<file path="config.mk">
export PLATFORM = sky130hd
export DESIGN_NAME = stereo_depth_triangulation
export DESIGN_NICKNAME = d
export VERILOG_FILES = /design/src/design/sdt_pkg.sv /design/src/design/sdt_divider.sv /design/src/design/stereo_depth_triangulation.sv
export SDC_FILE = /design/constraint.sdc
export NUM_CORES = 2
export LEC_CHECK = 0
export BUFFER_PORTS_ARGS = -buffer_cell sky130_fd_sc_hd__clkbuf_2
export CORE_MARGIN = 3
export CORE_UTILIZATION = 60
export CTS_CLUSTER_SIZE = 28
export DETAILED_ROUTE_END_ITERATION = 12
export GPL_TIMING_DRIVEN = 0
export HOLD_SLACK_MARGIN = 0.02
export PLACE_DENSITY = 0.77
export SLEW_MARGIN = 20
export SYNTH_ARGS = -nofsm -noshare
export SYNTH_HDL_FRONTEND = slang
export SYNTH_SLANG_ARGS = --single-unit
</file>
<file path="constraint.sdc">
create_clock -name clk -period 22.8 [get_ports clk]
set_input_delay 3.42 -clock clk [delete_from_list [all_inputs] [get_ports clk]]
set_output_delay 3.42 -clock clk [all_outputs]
set_load 0.01 [all_outputs]
</file>
<file path="src/design/sdt_pkg.sv">
// shared constants and types for the stereo depth triangulation block
`timescale 1ns / 1ps

package sdt_pkg;

	localparam int IMAGE_WIDTH  = 640;
	localparam int IMAGE_HEIGHT = 480;

	localparam int RAW_W  = 32;
	localparam int DISP_W = 12;
	localparam int PIX_W  = 12;
	localparam int OFF_W  = PIX_W + 1;
	localparam int LAT_W  = 24;
	localparam int INR_W  = 17;
	localparam int DEP_W  = 25;
	localparam int POS_W  = 32;

	localparam logic [RAW_W-1:0] DEPTH_SCALE_RST   = 32'd235929600;
	localparam logic [LAT_W-1:0] LATERAL_SCALE_RST = 24'd69905;
	localparam logic [INR_W-1:0] INERTIA_RST       = 17'd32768;
	localparam logic [DEP_W-1:0] DEPTH_MIN_RST     = 25'd327680;
	localparam logic [DEP_W-1:0] DEPTH_MAX_RST     = 25'd19660800;
	localparam logic [DEP_W-1:0] LAST_DEPTH_RST    = 25'd13107200;
	localparam logic [INR_W-1:0] INERTIA_ONE       = 17'd65536;

	typedef enum logic [2:0] {
		CFG_DEPTH_SCALE   = 3'd0,
		CFG_LATERAL_SCALE = 3'd1,
		CFG_INERTIA_RATIO = 3'd2,
		CFG_DEPTH_MIN     = 3'd3,
		CFG_DEPTH_MAX     = 3'd4
	} cfg_idx_t;

	typedef struct packed {
		logic              start;
		logic [RAW_W-1:0]  dividend;
		logic [DISP_W-1:0] divisor;
	} div_req_t;

	typedef struct packed {
		logic             done;
		logic [RAW_W-1:0] quotient;
	} div_rsp_t;

endpackage

</file>
<file path="src/design/sdt_divider.sv">
// serial restoring divider, one quotient bit per cycle
`timescale 1ns / 1ps

module sdt_divider (
	input  logic              clk,
	input  logic              arst_n,
	input  sdt_pkg::div_req_t req,
	output sdt_pkg::div_rsp_t rsp
);

	localparam int CNT_W = $clog2(sdt_pkg::RAW_W);

	logic                        busy_q;
	logic                        done_q;
	logic [CNT_W-1:0]            cnt_q;
	logic [sdt_pkg::RAW_W-1:0]   quo_q;
	logic [sdt_pkg::DISP_W-1:0]  rem_q;
	logic [sdt_pkg::DISP_W-1:0]  dsr_q;
	logic [sdt_pkg::DISP_W:0]    shifted;
	logic                        fits;

	// a zero divisor always fits, so the quotient comes out all ones
	assign shifted = {rem_q, quo_q[sdt_pkg::RAW_W-1]};
	assign fits    = shifted >= {1'b0, dsr_q};

	always_ff @(posedge clk or negedge arst_n) begin
		if (!arst_n) begin
			busy_q <= 1'b0;
			done_q <= 1'b0;
			cnt_q  <= '0;
		end else begin
			if (req.start) begin
				busy_q <= 1'b1;
				done_q <= 1'b0;
				cnt_q  <= '0;
			end else if (busy_q) begin
				cnt_q  <= cnt_q + 1'b1;
				busy_q <= (cnt_q != CNT_W'(sdt_pkg::RAW_W - 1));
				done_q <= (cnt_q == CNT_W'(sdt_pkg::RAW_W - 1));
			end else begin
				done_q <= 1'b0;
			end
		end
	end

	always_ff @(posedge clk) begin
		if (req.start) begin
			quo_q <= req.dividend;
			rem_q <= '0;
			dsr_q <= req.divisor;
		end else if (busy_q) begin
			quo_q <= {quo_q[sdt_pkg::RAW_W-2:0], fits};
			if (fits) begin
				rem_q <= sdt_pkg::DISP_W'(shifted - {1'b0, dsr_q});
			end else begin
				rem_q <= shifted[sdt_pkg::DISP_W-1:0];
			end
		end
	end

	assign rsp.done     = done_q;
	assign rsp.quotient = quo_q;

endmodule

</file>
<file path="src/design/stereo_depth_triangulation.sv">
// stereo depth triangulation top level: sequencer, shared multiplier and registers
// flow: an input transaction runs through the serial divider, then 7 shared multiplier
//   steps, then loads the output register
// one input is handled at a time: a new one is taken only in the idle state
// a new input is taken while the previous result waits; the final step stalls on it
// reset: clears control and outputs, loads register defaults and last depth of 200 cm
`timescale 1ns / 1ps

module stereo_depth_triangulation (
	input  logic                       clk,
	input  logic                       arst_n,
	input  logic                       cfg_valid,
	output logic                       cfg_ready,
	input  logic [2:0]                 cfg_index,
	input  logic [31:0]                cfg_data,
	input  logic                       in_valid,
	output logic                       in_ready,
	input  logic [sdt_pkg::PIX_W-1:0]  left_x,
	input  logic [sdt_pkg::PIX_W-1:0]  left_y,
	input  logic [sdt_pkg::PIX_W-1:0]  right_x,
	output logic                       out_valid,
	input  logic                       out_ready,
	output logic signed [sdt_pkg::POS_W-1:0] pos_x,
	output logic signed [sdt_pkg::POS_W-1:0] pos_y,
	output logic [sdt_pkg::DEP_W-1:0]  pos_z,
	output logic                       zero_disparity
);

	localparam int PROD_W = sdt_pkg::RAW_W + sdt_pkg::LAT_W;
	localparam int FRAC   = 25;
	localparam int MAG_W  = PROD_W - FRAC + sdt_pkg::OFF_W + 1;
	localparam int BLD_W  = sdt_pkg::INR_W + sdt_pkg::DEP_W;

	typedef enum logic [3:0] {
		ST_IDLE, ST_DIV, ST_T, ST_QX, ST_RX, ST_QY, ST_RY, ST_W0, ST_W1, ST_FIN
	} state_t;

	state_t state_q;

	logic [sdt_pkg::RAW_W-1:0] depth_scale_q;
	logic [sdt_pkg::LAT_W-1:0] lateral_scale_q;
	logic [sdt_pkg::INR_W-1:0] inertia_q;
	logic [sdt_pkg::DEP_W-1:0] depth_min_q;
	logic [sdt_pkg::DEP_W-1:0] depth_max_q;
	logic [sdt_pkg::DEP_W-1:0] last_q;

	logic [sdt_pkg::OFF_W-1:0] hxa_q;
	logic [sdt_pkg::OFF_W-1:0] hya_q;
	logic                      hx_neg_q;
	logic                      hy_neg_q;
	logic                      zd_q;
	logic [PROD_W-1:0]         t_q;
	logic [PROD_W-1:0]         prod_q;
	logic [MAG_W-1:0]          acc_q;
	logic [sdt_pkg::DEP_W-1:0] z_q;
	logic [sdt_pkg::POS_W-1:0] px_q;
	logic [sdt_pkg::POS_W-1:0] py_q;

	logic                      out_valid_q;
	logic [sdt_pkg::POS_W-1:0] pos_x_q;
	logic [sdt_pkg::POS_W-1:0] pos_y_q;
	logic [sdt_pkg::DEP_W-1:0] pos_z_q;
	logic                      zero_q;

	sdt_pkg::div_req_t div_req;
	sdt_pkg::div_rsp_t div_rsp;

	logic                        accept;
	logic [sdt_pkg::PIX_W:0]     dx;
	logic [sdt_pkg::DISP_W-1:0]  disp;
	logic signed [sdt_pkg::OFF_W:0] hx;
	logic signed [sdt_pkg::OFF_W:0] hy;
	logic [sdt_pkg::RAW_W-1:0]   raw;
	logic [sdt_pkg::RAW_W-1:0]   lo_clamp;
	logic [sdt_pkg::DEP_W-1:0]   clamped;
	logic [sdt_pkg::INR_W-1:0]   w_eff;
	logic [sdt_pkg::RAW_W-1:0]   mul_a;
	logic [sdt_pkg::LAT_W-1:0]   mul_b;
	logic [PROD_W-1:0]           mul_p;
	logic [MAG_W-1:0]            mag;
	logic [BLD_W:0]              blend;
	logic                        fin_go;

	function automatic logic [sdt_pkg::POS_W-1:0] saturate(
		input logic [MAG_W-1:0] m,
		input logic             neg
	);
		logic [sdt_pkg::POS_W-1:0] r;
		if (neg) begin
			if (m >= MAG_W'(64'h8000_0000)) begin
				r = 32'h8000_0000;
			end else begin
				r = -m[sdt_pkg::POS_W-1:0];
			end
		end else begin
			if (m > MAG_W'(64'h7FFF_FFFF)) begin
				r = 32'h7FFF_FFFF;
			end else begin
				r = m[sdt_pkg::POS_W-1:0];
			end
		end
		return r;
	endfunction

	assign cfg_ready = 1'b1;
	assign in_ready  = (state_q == ST_IDLE);
	assign accept    = in_valid && in_ready;

	assign dx   = {1'b0, left_x} - {1'b0, right_x};
	assign disp = dx[sdt_pkg::PIX_W] ? sdt_pkg::DISP_W'(-dx) : dx[sdt_pkg::DISP_W-1:0];
	assign hx   = $signed({1'b0, left_x, 1'b0}) - (sdt_pkg::OFF_W+1)'(sdt_pkg::IMAGE_WIDTH);
	assign hy   = $signed({1'b0, left_y, 1'b0}) - (sdt_pkg::OFF_W+1)'(sdt_pkg::IMAGE_HEIGHT);

	assign div_req.start    = accept;
	assign div_req.dividend = depth_scale_q;
	assign div_req.divisor  = disp;

	sdt_divider u_div (
		.clk    (clk),
		.arst_n (arst_n),
		.req    (div_req),
		.rsp    (div_rsp)
	);

	assign raw      = div_rsp.quotient;
	assign lo_clamp = (raw < {7'b0, depth_min_q}) ? {7'b0, depth_min_q} : raw;
	assign clamped  = (lo_clamp > {7'b0, depth_max_q}) ? depth_max_q
		: lo_clamp[sdt_pkg::DEP_W-1:0];
	assign w_eff    = (inertia_q > sdt_pkg::INERTIA_ONE) ? sdt_pkg::INERTIA_ONE : inertia_q;

	// shared multiplier operand select
	always_comb begin
		mul_a = '0;
		mul_b = '0;
		case (state_q)
			ST_T: begin
				mul_a = raw;
				mul_b = lateral_scale_q;
			end
			ST_QX: begin
				mul_a = sdt_pkg::RAW_W'(prod_q[PROD_W-1:FRAC]);
				mul_b = sdt_pkg::LAT_W'(hxa_q);
			end
			ST_RX: begin
				mul_a = sdt_pkg::RAW_W'(t_q[FRAC-1:0]);
				mul_b = sdt_pkg::LAT_W'(hxa_q);
			end
			ST_QY: begin
				mul_a = sdt_pkg::RAW_W'(t_q[PROD_W-1:FRAC]);
				mul_b = sdt_pkg::LAT_W'(hya_q);
			end
			ST_RY: begin
				mul_a = sdt_pkg::RAW_W'(t_q[FRAC-1:0]);
				mul_b = sdt_pkg::LAT_W'(hya_q);
			end
			ST_W0: begin
				mul_a = sdt_pkg::RAW_W'(last_q);
				mul_b = sdt_pkg::LAT_W'(w_eff);
			end
			ST_W1, ST_FIN: begin
				mul_a = sdt_pkg::RAW_W'(z_q);
				mul_b = sdt_pkg::LAT_W'(sdt_pkg::INERTIA_ONE - w_eff);
			end
			default: begin
				mul_a = '0;
				mul_b = '0;
			end
		endcase
	end

	assign mul_p  = PROD_W'(mul_a) * PROD_W'(mul_b);
	assign mag    = acc_q + MAG_W'(prod_q[PROD_W-1:FRAC]);
	assign blend  = (BLD_W+1)'(acc_q) + (BLD_W+1)'(prod_q) + (BLD_W+1)'(32768);
	assign fin_go = (state_q == ST_FIN) && (!out_valid_q || out_ready);

	always_ff @(posedge clk or negedge arst_n) begin
		if (!arst_n) begin
			state_q         <= ST_IDLE;
			out_valid_q     <= 1'b0;
			pos_x_q         <= '0;
			pos_y_q         <= '0;
			pos_z_q         <= '0;
			zero_q          <= 1'b0;
			depth_scale_q   <= sdt_pkg::DEPTH_SCALE_RST;
			lateral_scale_q <= sdt_pkg::LATERAL_SCALE_RST;
			inertia_q       <= sdt_pkg::INERTIA_RST;
			depth_min_q     <= sdt_pkg::DEPTH_MIN_RST;
			depth_max_q     <= sdt_pkg::DEPTH_MAX_RST;
			last_q          <= sdt_pkg::LAST_DEPTH_RST;
		end else begin
			if (cfg_valid) begin
				unique case (cfg_index)
					sdt_pkg::CFG_DEPTH_SCALE:   depth_scale_q   <= cfg_data;
					sdt_pkg::CFG_LATERAL_SCALE: lateral_scale_q <= cfg_data[sdt_pkg::LAT_W-1:0];
					sdt_pkg::CFG_INERTIA_RATIO: inertia_q       <= cfg_data[sdt_pkg::INR_W-1:0];
					sdt_pkg::CFG_DEPTH_MIN:     depth_min_q     <= cfg_data[sdt_pkg::DEP_W-1:0];
					sdt_pkg::CFG_DEPTH_MAX:     depth_max_q     <= cfg_data[sdt_pkg::DEP_W-1:0];
					default: ;
				endcase
			end
			if (fin_go) begin
				out_valid_q <= 1'b1;
			end else if (out_valid_q && out_ready) begin
				out_valid_q <= 1'b0;
			end
			unique case (state_q)
				ST_IDLE: if (accept) state_q <= ST_DIV;
				ST_DIV:  if (div_rsp.done) state_q <= ST_T;
				ST_T:    state_q <= ST_QX;
				ST_QX:   state_q <= ST_RX;
				ST_RX:   state_q <= ST_QY;
				ST_QY:   state_q <= ST_RY;
				ST_RY:   state_q <= ST_W0;
				ST_W0:   state_q <= ST_W1;
				ST_W1:   state_q <= ST_FIN;
				ST_FIN: begin
					if (fin_go) begin
						state_q <= ST_IDLE;
						last_q  <= blend[sdt_pkg::DEP_W+15:16];
						pos_x_q <= px_q;
						pos_y_q <= py_q;
						pos_z_q <= blend[sdt_pkg::DEP_W+15:16];
						zero_q  <= zd_q;
					end
				end
				default: state_q <= ST_IDLE;
			endcase
		end
	end

	// datapath registers
	always_ff @(posedge clk) begin
		prod_q <= mul_p;
		if (accept) begin
			zd_q     <= (disp == '0);
			hx_neg_q <= hx[sdt_pkg::OFF_W];
			hy_neg_q <= hy[sdt_pkg::OFF_W];
			hxa_q    <= hx[sdt_pkg::OFF_W] ? sdt_pkg::OFF_W'(-hx) : hx[sdt_pkg::OFF_W-1:0];
			hya_q    <= hy[sdt_pkg::OFF_W] ? sdt_pkg::OFF_W'(-hy) : hy[sdt_pkg::OFF_W-1:0];
		end
		case (state_q)
			ST_T:  z_q   <= clamped;
			ST_QX: t_q   <= prod_q;
			ST_RX: acc_q <= MAG_W'(prod_q);
			ST_QY: px_q  <= saturate(mag, hx_neg_q);
			ST_RY: acc_q <= MAG_W'(prod_q);
			ST_W0: py_q  <= saturate(mag, hy_neg_q);
			ST_W1: acc_q <= MAG_W'(prod_q);
			default: ;
		endcase
	end

	assign out_valid      = out_valid_q;
	assign pos_x          = pos_x_q;
	assign pos_y          = pos_y_q;
	assign pos_z          = pos_z_q;
	assign zero_disparity = zero_q;

endmodule

</file>
==> results.md <==
Run status:
- The flow ran to the end, and the final reports show no timing, DRC or antenna violations.

STA:
- Setup total negative slack on the finished layout was measured at 0 ns.
- The final-report max-slew violation count is 0.
- The total count of hold-check failures in the final report is 0.
- Setup repair after global routing left no endpoint under its margin.
- After layout, the minimum clock period comes to 13.76 ns.
- The worst pin sits at a relative slew slack of roughly an eighth.
- The slew at the pin closest to its max-slew limit is 1.32 ns.
- After layout, the worst setup slack is 9.04 ns.
- The peak clock frequency supported by timing is 72.7 MHz.
- The part of the cycle the worst path needs is slightly above 60%.
- The setup clock skew after layout is roughly 0.034 ns.
- Setup violations remaining at the end of the flow were counted as 0.

Clock network:
- The number of CTS-inserted buffers is 53.
- Hold repair after CTS inserted 0 buffers.
- TritonCTS built the clock tree.
- No sink is reached through more buffers than the 3 on the longest clock path.
- CTS built an H-tree with a depth of 2.
- The number of clock sinks is 557.
- The root buffer selected by CTS is clkbuf_16.
- The post-cts sizing count is 0.
- The clock transition at the registers of the reported paths is 0.06 ns.
- For the worst-skew pair, the clock arrives at the later sink with an insertion delay of ~0.64 ns.
- Once the clock tree was built, the setup fixing pass inserted 0 buffers.

GRT:
- met2 is the most crowded layer.
- The number of global-route vias before repair was 43,760.
- The initial antenna violation count is 11.
- The global-route track usage on met1 is 49.2%.
- For this run the aggregate overflow at the end of global routing stands at 0.
- The maximum number of pins on one net before global-route repair is 84.
- The met2 capacity usage during global routing is 56.2%.
- The global-route track usage on met3 is 11.3%.
- The wire length of the first global-routing pass is between 200,000 and 300,000 um.
- In the global route stage, overall resource usage came out at 37.5%.

Synthesis:
- In the synthesized netlist the dominant register cell turns out to be edfxtp_1.
- In this run the cell area of the synthesized design comes to around 54,000 um^2.
- The net count after synthesis is 6,804.
- The number of synthesized register bits is 557.
- In the synthesized netlist, the number of instances is 5,691.
- The number of warnings reported in the yosys synthesis log is 0.
- Of all flip-flops after synthesis, the portion carrying an async set or reset was 40.9%.
- The average instance in the mapped netlist occupies 9.55 um^2.
- After synthesis, flip-flops and latches occupy 27.5% of the total area.
- The number of enable flip-flop cells after synthesis is 261.
- The count of distinct cell types in the synthesized netlist is 102.

Layout:
- Compared with the post-synthesis result, the final layout area differs by 8.23%.
- Cells with a size suffix above 1 make up 10.3% of the layout.
- The final layout contains 7,042 nets.
- Leaving out fill and tap cells, the most frequent cell in the layout is inv_1.
- The finished layout holds 7,144 standard cells, fillers aside.
- The post-route core utilization is approximately two thirds.
- The library cells used most frequently in the layout, excluding fill and tap cells, are inv_1 (945), nand2_1 (847), fa_1 (661).
- The total of fill cells in the finished design is 7,141.

Floorplanning:
- The floorplan step set the die height to 307 um.
- In this run the standard cell core region covers 89,100 um^2.
- Once the floorplan was initialized, standard cells occupied between 60% and 70% of the core.
- The die outline width is about 300 um.
- In this run the count of I/O pins placed on the die edge is 169.
- The floorplan step defined a die boundary enclosing 94,200 um^2.
- The floorplan has 109 rows.

Routing:
- The total detailed-routing wirelength is 176,000 um.
- The mean number of vias per cell is between 6 and 7.
- The number of remaining DRC errors is 0.
- The detailed-route via count is 44,017.
- The count of nets left with antenna violations after detail routing is 0.
- In the final routed layout, each cell accounts on average for 24.6 um.
- Before antenna repair, the detailed router went through 9 iterations.
- The iteration-0 DRC count of the detailed router is just over 5,000.

Critical path:
- STA classifies the critical path endpoint as a flop.
- The data arrival at the endpoint of the critical path is 14.29 ns.
- Measured in cells, the most critical reg-to-reg path has a length of 37.
- The critical path launch point type is a flop.
- For this run, the slowest stage of the critical path takes 0.99 ns.
- Of all nets on the critical path, the largest fanout is 10.
- The reg-to-reg critical path endpoint is prod_q[54].
- The top cell family by delay on the critical path is compound AO/OA/AOI/OAI gates.
- The total number of cells along the worst setup path is 37.
- The standard cell with the maximum stage delay on the critical path is clkbuf_1.
- The critical path class is flop to flop.
- In this run the critical register-to-register path is launched from inertia_q[2].
- The combined buffer and inverter count along the critical path is 6.
- Across all register-to-register paths, the minimum setup slack is about 9.0 ns.
- The cell that appears most often on the critical path is fa_1.
- STA puts the critical path data required time at 23.33 ns.

Pwr:
- The switching fraction of total power is 51.6%.
- Total power for the finished layout comes to ~7.4 mW.
- IR analysis of the VDD net gives a maximum drop of 0.0829 mV.
- The internal power consumption is 3.57 mW.
- The analysis attributes to net switching a power of 3.80 mW.
- For this design the static power due to leakage is approximately 27 nW.
- The clock network burns 12.9% of the power.
- Dividing total power by cell area gives a power density of 125 nW/um^2.
- The proportion of power drawn by flip-flops and latches is 24.1%.
- Combinational cells account for 63.0% of the total power.

Placement:
- At the placement stage, the worst setup path has a slack of 9.62 ns.
- In this run the tool buffered the top-level ports with 167 buffer cells.
- The number of cells after detailed placement is approximately 7,000.
- The final estimated routing congestion in global placement is about 1.1.
- The half-perimeter wire length after detailed placement is 144,000 um.

Min path:
- For hold timing, the worst endpoint is pos_y[30].
- Along the worst hold path, the cell count comes to 1.
- The classification of the worst-slack hold path is flop to flop.
- The worst hold path begins at py_q[30].

Flow run:
- The number of maximum-capacitance violations is 0.
[cell type report]
cell class | count | area [um^2] | area share, %
clock buffers | 65 | 1450 | 2.47
diodes | 5 | 12.5 | 0.0213
clock inverters | 35 | 419 | 0.712
flip-flops and latches | 557 | 14900 | 25.4
plain buffers | 281 | 1190 | 2.02
multi-input cells | 3906 | 34700 | 59.0
repair buffers | 183 | 1080 | 1.83
inverters | 947 | 3550 | 6.04
well taps | 1165 | 1460 | 2.48
[Yosys cell counts (25+ instances only)]
master | number | area (um^2)
a21o_1 | 50 | 375
a21oi_1 | 194 | 971
a221oi_1 | 29 | 254
a222oi_1 | 35 | 350
a22oi_1 | 37 | 278
and2_1 | 38 | 238
and3_1 | 83 | 519
clkbuf_1 | 230 | 863
dfrtp_1 | 209 | 5230
dfxtp_1 | 68 | 1360
edfxtp_1 | 261 | 7840
fa_1 | 661 | 13200
ha_1 | 376 | 4700
inv_1 | 945 | 3550
mux2_2 | 214 | 2410
nand2_1 | 848 | 3180
nand2b_1 | 35 | 219
nand3_1 | 77 | 385
nand4_1 | 41 | 257
nor2_1 | 397 | 1490
nor2b_1 | 31 | 194
nor3_1 | 49 | 245
nor4_1 | 25 | 156
o21a_1 | 33 | 248
o21ai_0 | 152 | 761
o21bai_1 | 28 | 210
o22ai_1 | 27 | 169
xnor2_1 | 93 | 815
xor2_1 | 50 | 438
[registers in the layout (all words and copies together) (netlist names), 17 cells and up]
name	flops
prod_q	56
t_q	56
z_q	25
acc_q	45
inertia_q	17
lateral_scale_q	24
py_q	32
u_div.quo_q	32
depth_max_q	25
pos_y	32
depth_min_q	25
px_q	32
last_q	25
pos_x	32
depth_scale_q	32
[worst register-to-register path: cells and delay by family, from the launching register on]
kind / cells / cell delay [ns]
flip-flops: 1 / 0.43
AO/OA/AOI/OAI: 13 / 5.07
buffers and inverters: 6 / 1.45
XOR/XNOR: 1 / 0.16
AND/OR/NAND/NOR: 8 / 2.22
adder cells (fa/ha/maj): 9 / 4.30
[routing by layer]
metal	share of wire, %	up-vias
met4	6.8	6
li1	-	19074
met1	37	21733
met3	13	609
met5	0.024	-
met2	43	2595
[worst max path at each step]
stage / from / endpoint
after floorplan: inertia_q[2] / prod_q[54]
after global routing: inertia_q[2] / prod_q[48]
after global placement: state_q[2] / prod_q[54]
final: inertia_q[2] / prod_q[54]
after CTS: inertia_q[2] / prod_q[54]
after detailed placement: inertia_q[2] / prod_q[54]
[cell families (layout without fill, tap and decap cells)]
logic type / after synthesis / in the layout / synth area share [%]
compound gates: 775 / 775 / 9.67
xor+xnor: 144 / 144 / 2.33
fa+ha+maj: 1037 / 1037 / 33.0
buf+inv: 1228 / 1511 / 8.71
flops: 557 / 557 / 27.5
mux: 237 / 237 / 4.86
other cells: 1 / 6 / 0.00690
simple gates: 1712 / 1712 / 14.0
[power by group through the flow]
stage	Sequential, mW	Clock (mW)	Combinational [mW]
6_report	1.78	0.948	4.64
5_1_grt	1.79	0.997	5.10
2_1_floorplan	1.60	0	3.06
3_5_place_dp	1.77	0	4.52
4_1_cts	1.76	0.953	4.54
3_3_place_gp	1.77	0	4.37
[per-stage QoR]
step	hold slack, ns	area [um^2]
2_1_floorplan	0.426	54400
3_3_place_gp	0.454	56700
3_5_place_dp	0.463	56900
4_1_cts	0.478	58800
5_1_grt	0.485	58800
6_report	0.479	58800
(Power assumes the default switching activity.)
